==> config.mk <==
export PLATFORM = sky130hd
export DESIGN_NAME = proximity_to_button_qualifier
export DESIGN_NICKNAME = d
export VERILOG_FILES = /design/src/hdl/ptbq_pkg.sv /design/src/hdl/ptbq_front.sv /design/src/hdl/ptbq_queue.sv /design/src/hdl/ptbq_back.sv /design/src/hdl/proximity_to_button_qualifier.sv
export SDC_FILE = /design/constraint.sdc
export NUM_CORES = 2
export LEC_CHECK = 0
export BUFFER_PORTS_ARGS = -buffer_cell sky130_fd_sc_hd__buf_2
export CAP_MARGIN = 0
export CORE_ASPECT_RATIO = 2
export CORE_MARGIN = 1.5
export CORE_UTILIZATION = 45
export DETAILED_ROUTE_END_ITERATION = 8
export PLACE_DENSITY_LB_ADDON = 0.1
export SYNTH_ARGS = -nofsm -noshare
export SYNTH_HDL_FRONTEND = slang
export SYNTH_SLANG_ARGS = --single-unit
==> constraint.sdc <==
create_clock -name clk -period 13.1 [get_ports clk]
set_input_delay 0.655 -clock clk [delete_from_list [all_inputs] [get_ports clk]]
set_output_delay 0.655 -clock clk [all_outputs]
set_load 0.05 [all_outputs]
==> src/hdl/ptbq_pkg.sv <==
// Package for the proximity-to-button qualifier.
// Holds shared constants, register indexes and the structs passed between modules.
// No dependencies.
`default_nettype none

package ptbq_pkg;

	localparam int CalibSamplesDefault = 10;
	localparam int QueueDepth = 2;

	localparam logic [15:0] ErrDist = 16'hFFFF;

	localparam logic [15:0] BoundaryReset = 16'd61604;
	localparam logic [15:0] HoldReset = 16'd600;
	localparam logic [15:0] LockoutReset = 16'd500;
	localparam logic [15:0] LeftMinReset = 16'd280;
	localparam logic [15:0] RightMinReset = 16'd190;

	localparam int CfgIdxW = 3;

	typedef enum logic [CfgIdxW-1:0] {
		REG_BOUNDARY = 3'd0,
		REG_HOLD = 3'd1,
		REG_LOCKOUT = 3'd2,
		REG_LEFT_MIN = 3'd3,
		REG_RIGHT_MIN = 3'd4
	} reg_idx_t;

	typedef struct packed {
		logic [15:0] boundary_q16;
		logic [15:0] hold_ms;
		logic [15:0] lockout_ms;
		logic [15:0] left_min_far;
		logic [15:0] right_min_far;
	} cfg_t;

	typedef struct packed {
		logic channel;
		logic [15:0] distance_mm;
		logic [31:0] time_ms;
		logic is_err;
		logic below_min;
	} item_t;

	typedef struct packed {
		logic out_channel;
		logic skipped;
		logic release_first;
		logic click;
		logic press;
		logic reset_request;
		logic touched;
		logic button_held;
	} result_t;

endpackage

`default_nettype wire

==> src/hdl/ptbq_front.sv <==
// Front stage: accepts input words and classifies each as sensor error or below minimum.
// Depends on ptbq_pkg.
`default_nettype none

module ptbq_front (
	input wire logic clk,
	input wire logic arst_n,
	input wire ptbq_pkg::cfg_t cfg,
	input wire logic in_valid,
	output logic in_stall,
	input wire logic channel,
	input wire logic [15:0] distance_mm,
	input wire logic [31:0] time_ms,
	output logic push,
	output ptbq_pkg::item_t push_item,
	input wire logic q_full
);
	import ptbq_pkg::*;

	logic valid_s1;
	item_t item_s1;
	logic adv;
	logic [15:0] min_far;

	assign in_stall = valid_s1 && q_full;
	assign adv = !in_stall;
	assign push = valid_s1 && !q_full;
	assign push_item = item_s1;
	assign min_far = channel ? cfg.right_min_far : cfg.left_min_far;

	always_ff @(posedge clk or negedge arst_n) begin
		if (!arst_n) begin
			valid_s1 <= 1'b0;
		end else if (adv) begin
			valid_s1 <= in_valid;
		end
	end

	always_ff @(posedge clk) begin
		if (adv && in_valid) begin
			item_s1.channel <= channel;
			item_s1.distance_mm <= distance_mm;
			item_s1.time_ms <= time_ms;
			item_s1.is_err <= (distance_mm == ErrDist);
			item_s1.below_min <= (distance_mm < min_far);
		end
	end

endmodule

`default_nettype wire

==> src/hdl/ptbq_queue.sv <==
// Short register queue between the front and back stages.
// Depends on ptbq_pkg.
`default_nettype none

module ptbq_queue (
	input wire logic clk,
	input wire logic arst_n,
	input wire logic push,
	input wire ptbq_pkg::item_t push_item,
	output logic full,
	input wire logic pop,
	output logic empty,
	output ptbq_pkg::item_t pop_item
);
	import ptbq_pkg::*;

	localparam int PtrW = (QueueDepth > 1) ? $clog2(QueueDepth) : 1;
	localparam int CntW = $clog2(QueueDepth + 1);

	item_t mem_q [QueueDepth];
	logic [PtrW-1:0] wr_ptr_q;
	logic [PtrW-1:0] rd_ptr_q;
	logic [CntW-1:0] count_q;

	assign full = (count_q == CntW'(QueueDepth));
	assign empty = (count_q == '0);
	assign pop_item = mem_q[rd_ptr_q];

	always_ff @(posedge clk or negedge arst_n) begin
		if (!arst_n) begin
			wr_ptr_q <= '0;
			rd_ptr_q <= '0;
			count_q <= '0;
		end else begin
			if (push) begin
				wr_ptr_q <= (wr_ptr_q == PtrW'(QueueDepth - 1)) ? '0 : wr_ptr_q + 1'b1;
			end
			if (pop) begin
				rd_ptr_q <= (rd_ptr_q == PtrW'(QueueDepth - 1)) ? '0 : rd_ptr_q + 1'b1;
			end
			if (push && !pop) begin
				count_q <= count_q + 1'b1;
			end else if (pop && !push) begin
				count_q <= count_q - 1'b1;
			end
		end
	end

	always_ff @(posedge clk) begin
		if (push) begin
			mem_q[wr_ptr_q] <= push_item;
		end
	end

endmodule

`default_nettype wire

==> src/hdl/ptbq_back.sv <==
// Back stage: holds calibration, touch, hold and lockout state and registers one result per word.
// Depends on ptbq_pkg.
`default_nettype none

module ptbq_back #(
	parameter int CALIB_SAMPLES = ptbq_pkg::CalibSamplesDefault
) (
	input wire logic clk,
	input wire logic arst_n,
	input wire ptbq_pkg::cfg_t cfg,
	input wire logic q_empty,
	input wire ptbq_pkg::item_t item,
	output logic pop,
	output logic out_valid,
	input wire logic out_stall,
	output ptbq_pkg::result_t result
);
	import ptbq_pkg::*;

	localparam int CntW = $clog2(CALIB_SAMPLES + 1);
	localparam int Shift = 24;
	localparam longint Recip = ((64'd1 << Shift) + CALIB_SAMPLES - 1) / CALIB_SAMPLES;

	logic [CntW-1:0] calib_count_q [2];
	logic [19:0] calib_sum_q [2];
	logic [15:0] far_q [2];
	logic prev_touched_q [2];
	logic held_q [2];
	logic [31:0] entry_time_q [2];
	logic entry_valid_q [2];
	logic [31:0] lockout_end_q;
	logic lockout_active_q;
	logic out_valid_q;
	result_t result_q;

	logic ch;
	logic [31:0] lock_diff;
	logic lock_skip;
	logic calibrating;
	logic do_reset;
	logic do_calib;
	logic do_run;
	logic [31:0] far_prod;
	logic tch;
	logic [19:0] sum_next;
	logic [CntW-1:0] cnt_next;
	logic [44:0] div_prod;
	logic l_hold_base;
	logic [31:0] l_entry_time;
	logic l_press;
	logic r_click;
	logic rel;
	logic clk_out;
	logic press;
	logic held_after;

	assign pop = !q_empty && (!out_valid_q || !out_stall);
	assign out_valid = out_valid_q;
	assign result = result_q;

	always_comb begin
		ch = item.channel;
		lock_diff = lockout_end_q - item.time_ms;
		lock_skip = lockout_active_q && (lock_diff != '0) && !lock_diff[31];
		calibrating = calib_count_q[ch] < CntW'(CALIB_SAMPLES);
		do_reset = !lock_skip && (item.is_err || (calibrating && item.below_min));
		do_calib = !lock_skip && !do_reset && calibrating;
		do_run = !lock_skip && !do_reset && !calibrating;
		far_prod = 32'(far_q[ch]) * 32'(cfg.boundary_q16);
		tch = {item.distance_mm, 16'd0} < far_prod;
		sum_next = calib_sum_q[ch] + 20'(item.distance_mm);
		cnt_next = calib_count_q[ch] + 1'b1;
		div_prod = 45'(sum_next) * 45'(Recip);

		l_hold_base = held_q[0];
		l_entry_time = entry_time_q[0];
		rel = 1'b0;
		clk_out = 1'b0;
		press = 1'b0;
		l_press = 1'b0;
		r_click = 1'b0;
		if (!ch) begin
			if (tch) begin
				if (!entry_valid_q[0]) begin
					l_entry_time = item.time_ms;
					rel = held_q[0];
					l_hold_base = 1'b0;
					clk_out = 1'b1;
				end
				l_press = ((item.time_ms - l_entry_time) >= {16'd0, cfg.hold_ms}) && !l_hold_base;
				press = l_press;
				held_after = l_hold_base || l_press;
			end else begin
				rel = held_q[0];
				held_after = 1'b0;
			end
		end else begin
			r_click = tch && !prev_touched_q[1];
			if (r_click) begin
				rel = held_q[1];
				clk_out = 1'b1;
				held_after = 1'b0;
			end else begin
				held_after = held_q[1];
			end
		end
	end

	always_ff @(posedge clk or negedge arst_n) begin
		if (!arst_n) begin
			for (int i = 0; i < 2; i++) begin
				calib_count_q[i] <= '0;
				calib_sum_q[i] <= '0;
				far_q[i] <= '0;
				prev_touched_q[i] <= 1'b0;
				held_q[i] <= 1'b0;
				entry_time_q[i] <= '0;
				entry_valid_q[i] <= 1'b0;
			end
			lockout_end_q <= '0;
			lockout_active_q <= 1'b0;
			out_valid_q <= 1'b0;
			result_q <= '0;
		end else begin
			if (pop) begin
				out_valid_q <= 1'b1;
			end else if (!out_stall) begin
				out_valid_q <= 1'b0;
			end
			if (pop) begin
				if (lockout_active_q && !lock_skip && !do_reset && !(do_run && r_click)) begin
					lockout_active_q <= 1'b0;
				end
				result_q.out_channel <= ch;
				result_q.skipped <= lock_skip || do_calib;
				result_q.release_first <= do_run && rel;
				result_q.click <= do_run && clk_out;
				result_q.press <= do_run && press;
				result_q.reset_request <= do_reset;
				result_q.touched <= do_run && tch;
				if (do_reset) begin
					result_q.button_held <= 1'b0;
					for (int i = 0; i < 2; i++) begin
						calib_count_q[i] <= '0;
						calib_sum_q[i] <= '0;
						far_q[i] <= '0;
						prev_touched_q[i] <= 1'b0;
						held_q[i] <= 1'b0;
						entry_time_q[i] <= '0;
						entry_valid_q[i] <= 1'b0;
					end
					lockout_end_q <= '0;
					lockout_active_q <= 1'b0;
				end else if (do_calib) begin
					result_q.button_held <= held_q[ch];
					calib_sum_q[ch] <= sum_next;
					calib_count_q[ch] <= cnt_next;
					if (cnt_next == CntW'(CALIB_SAMPLES)) begin
						far_q[ch] <= div_prod[Shift+15:Shift];
					end
				end else if (do_run) begin
					result_q.button_held <= held_after;
					prev_touched_q[ch] <= tch;
					held_q[ch] <= held_after;
					if (!ch) begin
						entry_valid_q[0] <= tch;
						entry_time_q[0] <= l_entry_time;
					end else if (r_click) begin
						lockout_active_q <= 1'b1;
						lockout_end_q <= item.time_ms + {16'd0, cfg.lockout_ms};
					end
				end else begin
					result_q.button_held <= held_q[ch];
				end
			end
		end
	end

endmodule

`default_nettype wire

==> src/hdl/proximity_to_button_qualifier.sv <==
// Proximity-to-button qualifier: front classifier, two-word queue, back state unit.
// A word passes through the front register, the queue and the result register before its result word is valid.
// Throughput is one word per cycle while out_stall is low; the multiply-compare in the back unit is combinational.
// Reset clears all calibration, touch and lockout state and loads the register defaults.
// Depends on ptbq_pkg, ptbq_front, ptbq_queue and ptbq_back.
`default_nettype none

module proximity_to_button_qualifier #(
	parameter int CALIB_SAMPLES = ptbq_pkg::CalibSamplesDefault
) (
	input wire logic clk,
	input wire logic arst_n,
	input wire logic cfg_we,
	input wire logic [ptbq_pkg::CfgIdxW-1:0] cfg_index,
	input wire logic [15:0] cfg_data,
	input wire logic in_valid,
	output logic in_stall,
	input wire logic channel,
	input wire logic [15:0] distance_mm,
	input wire logic [31:0] time_ms,
	output logic out_valid,
	input wire logic out_stall,
	output logic out_channel,
	output logic skipped,
	output logic release_first,
	output logic click,
	output logic press,
	output logic reset_request,
	output logic touched,
	output logic button_held
);
	import ptbq_pkg::*;

	cfg_t cfg_q;
	logic push;
	item_t push_item;
	logic q_full;
	logic q_empty;
	logic pop;
	item_t pop_item;
	result_t result;

	always_ff @(posedge clk or negedge arst_n) begin
		if (!arst_n) begin
			cfg_q.boundary_q16 <= BoundaryReset;
			cfg_q.hold_ms <= HoldReset;
			cfg_q.lockout_ms <= LockoutReset;
			cfg_q.left_min_far <= LeftMinReset;
			cfg_q.right_min_far <= RightMinReset;
		end else if (cfg_we) begin
			case (cfg_index)
				REG_BOUNDARY: begin
					cfg_q.boundary_q16 <= cfg_data;
				end
				REG_HOLD: begin
					cfg_q.hold_ms <= cfg_data;
				end
				REG_LOCKOUT: begin
					cfg_q.lockout_ms <= cfg_data;
				end
				REG_LEFT_MIN: begin
					cfg_q.left_min_far <= cfg_data;
				end
				REG_RIGHT_MIN: begin
					cfg_q.right_min_far <= cfg_data;
				end
				default: begin
				end
			endcase
		end
	end

	ptbq_front u_front (
		.clk(clk),
		.arst_n(arst_n),
		.cfg(cfg_q),
		.in_valid(in_valid),
		.in_stall(in_stall),
		.channel(channel),
		.distance_mm(distance_mm),
		.time_ms(time_ms),
		.push(push),
		.push_item(push_item),
		.q_full(q_full)
	);

	ptbq_queue u_queue (
		.clk(clk),
		.arst_n(arst_n),
		.push(push),
		.push_item(push_item),
		.full(q_full),
		.pop(pop),
		.empty(q_empty),
		.pop_item(pop_item)
	);

	ptbq_back #(
		.CALIB_SAMPLES(CALIB_SAMPLES)
	) u_back (
		.clk(clk),
		.arst_n(arst_n),
		.cfg(cfg_q),
		.q_empty(q_empty),
		.item(pop_item),
		.pop(pop),
		.out_valid(out_valid),
		.out_stall(out_stall),
		.result(result)
	);

	assign out_channel = result.out_channel;
	assign skipped = result.skipped;
	assign release_first = result.release_first;
	assign click = result.click;
	assign press = result.press;
	assign reset_request = result.reset_request;
	assign touched = result.touched;
	assign button_held = result.button_held;

endmodule

`default_nettype wire
==> results.py <==
metrics = {
    "detailed_routing": {
        "vias_per_cell": 5.71,
        "wl_met1_mm": 37.2,
        "wl_per_cell_microns": 23.9,
        "drc": 0,
        "dr.pass1.iters": 5,
        "highest_layer": "met5",
        "via_count": 27692,
        "routed_wl_mm": 116,
        "route.met2.wl_mm": 65.6,
        "ant_nets": 0,
        "wl_met3_mm": 2.66,
        "drt_iter0_drc": 1259,
    },
    "synth": {
        "netlist_instances": 3724,
        "ys.warnings.count": 0,
        "syn_avg_cell_area_sq_um": 10.1,
        "ys_seq_area_frac": 0.284,
        "synth_async_sr_flop_share": 0.614,
        "synth_top_cell_area_share": 0.179,
        "synth_flop_cell": "dfrtp_1",
        "synth_area_leaders": "fa_1 18%, ha_1 15%, dfrtp_1 14%",
        "ys_ff_latch": 396,
        "synth_area_sq_um": 37700,
        "synth_edf_count": 153,
        "synth.distinct_cells": 85,
        "syn-num-nets": 4575,
        "synth_top_area_cell": "fa_1",
    },
    "cts": {
        "cts.clk_slew.worst_paths_ns": 0.07,
        "cts_resized": 0,
        "h-tree-depth": 2,
        "cts_setup_buffers": 0,
        "ctsHoldBuffers": 0,
        "clockRootBuffer": "clkbuf_16",
        "cts.path.max_buffers": 3,
        "numCtsBuffers": 38,
        "clk_latency_ns": 0.58,
        "cts_tree": "done",
        "cts_num_sinks": 396,
    },
    "worst_setup_path": {
        "r2r_setup_slack_ns": 2.15,
        "criticalPathCategory": "reg2reg",
        "arrival_ns": 11.39,
        "worst_path_max_delay_cell": "mux2_2",
        "cp_max_fo": 33,
        "max_stage_delay_ns": 0.56,
        "cp.required_ns": 13.54,
        "endpoint_kind": "register",
        "crit_top_cell": "fa_1",
        "critPathLaunchType": "register",
    },
    "final_layout": {
        "fin_area_sq_um": 40500,
        "drive_gt1_frac": 0.0957,
        "nFillCells": 7851,
        "area_growth_pct": 7.53,
        "fin_nets": 4615,
        "antenna_cells": 0,
    },
    "timing": {
        "period_needed_ns": 10.95,
        "setup_viol": 0,
        "rsz0062_at_grt": "false",
        "tightestPinTransition_ns": 1.36,
        "hold_ws_ns": 0.107,
        "clock.fmax_mhz": 91.3,
        "post-route-period-util": 0.836,
        "final-max-slew-violation-count": 0,
        "hold_viol": 0,
        "skew_ns": 0.0430,
        "timing.slew.headroom": 0.0900,
        "fin_tns_setup_ns": 0,
    },
    "die": {
        "dieHeight_microns": 412,
        "fp-row-count": 149,
        "start_util": 0.456,
        "die_w_microns": 208,
        "io_pins": 83,
        "die-area_sq_um": 85500,
        "core_sq_um": 82600,
    },
    "global_routing": {
        "grt_start_max_net_pins": 142,
        "antenna_found_initial": 3,
        "grt_use_total": 0.275,
        "grt_overflow_total": 0,
        "grt_pass1_wl_mm": 176,
        "grt_pass1_vias": 29896,
    },
    "place": {
        "placed_area_sq_um": 39200,
        "dp_hpwl_mm": 94.4,
        "portBuffers": 82,
        "gp_congestion": 0.927,
    },
    "job": {
        "maxCapViolCount": 0,
    },
    "status": {
        "status": "completed",
    },
    "min_path": {
        "hold_path.class": "in2async",
    },
}
cell type report:
| cell class | instances | area [sq um] | area share |
|---|---|---|---|
| clock buffer | 43 | 1000 | 0.0247 |
| inverter | 568 | 2130 | 0.0527 |
| clock inverter | 27 | 245 | 0.00606 |
| sequential | 396 | 10700 | 0.264 |
| tap | 1057 | 1320 | 0.0327 |
| timing repair buffer | 125 | 756 | 0.0187 |
| multi-input combinational | 2635 | 24300 | 0.601 |
cells by family after synthesis:
group | count (synthesis) | synth area share
AO/OA/AOI/OAI | 681 | 0.128
XOR/XNOR | 129 | 0.0300
multiplexers | 164 | 0.0474
flip-flops | 396 | 0.284
buffers and inverters | 693 | 0.0710
AND/OR/NAND/NOR | 883 | 0.113
adder cells (fa/ha/maj) | 778 | 0.326
stage by stage:
step | instances | utilization | setup slack, ns
after global placement | 4781 | 0.475 | 2.38
after CTS | 4851 | 0.490 | 2.16
after detailed placement | 4781 | 0.475 | 2.20
after global routing | 4851 | 0.490 | 1.54
after floorplan | 3724 | - | 2.78
final | 4851 | 0.490 | 2.15
per-layer routing:
layer	global-route usage	vias to the layer above
li1	-	12776
met1	0.252	13974
met2	0.553	635
met3	0.0194	303
met4	0.214	4
met5	0	-
cells in the final DEF (no fill, tap or decap), drive strengths merged, types with 18 or more instances in the layout:
cell     count
dfstp       26
nor3        48
o21ai      104
inv        571
o21a        31
nor2b       23
a211oi      22
buf        125
mux2i       50
edfxtp     153
a31oi       25
xor2        32
mux2       114
nand2      383
nand4       32
and2       127
nand2b      33
ha         441
o21bai      18
xnor2       97
nor2       105
a21o        65
dfrtp      217
o211ai      20
nand3       51
fa         337
a21oi      145
clkbuf      43
a22o       101
o2bb2ai     35
registers in the layout, summed over array words and instances, names as in the netlist, 2 cells and up:
signal	count
u_queue.count_q	2
u_back.lockout_end_q	32
cfg_q	80
u_back.entry_time_q	32
u_queue.mem_q	102
u_back.calib_count_q	8
u_back.result	8
u_back.calib_sum_q	40
u_back.far_q	32
u_back.held_q	2
u_front.push_item	51
worst max-delay path, delay by kind of cell (launching register included):
kind                     cells  cell delay, ns
multiplexers                 1            0.56
adder cells (fa/ha/maj)      8            3.66
buffers and inverters        6            0.66
AO/OA/AOI/OAI               13            2.89
XOR/XNOR                     1            0.09
flip-flops                   1            0.54
AND/OR/NAND/NOR             11            2.35
cells in the mapped netlist (10+ instances only):
master     instances
a211oi_1          21
a21o_1            65
a21oi_1          145
a22o_1           101
a31oi_1           24
and2_1           127
and3_1            13
buf_2             23
clkbuf_1          84
dfrtp_1          217
dfstp_2           26
edfxtp_1         153
fa_1             337
ha_1             441
inv_1            565
mux2_2           114
mux2i_1           50
nand2_1          383
nand2b_1          33
nand3_1           50
nand4_1           32
nor2_1           105
nor2b_1           23
nor3_1            48
nor4_1            16
o211ai_1          17
o21a_1            31
o21ai_0          102
o21bai_1          18
o2bb2ai_1         35
o31ai_1           10
or3_1             15
xnor2_1           97
xor2_1            32
path summary, 6_finish.rpt:
path | start | to | depth (start not counted)
min reg2reg | u_front.push_item[44] | u_queue.mem_q[1][44] | 0
min | arst_n | u_queue.count_q[1] | 1
max | u_queue.rd_ptr_q | u_back.lockout_end_q[4] | 40
max in group asynchronous | arst_n | cfg_q[70] | 2
min in group clk | time_ms[18] | u_front.push_item[20] | 1
max reg2reg | u_queue.rd_ptr_q | u_back.lockout_end_q[4] | 40
Power is left out: the tool's default activity adds up to more than one toggle a clock period on the data nets, which glitch-free logic cannot reach.
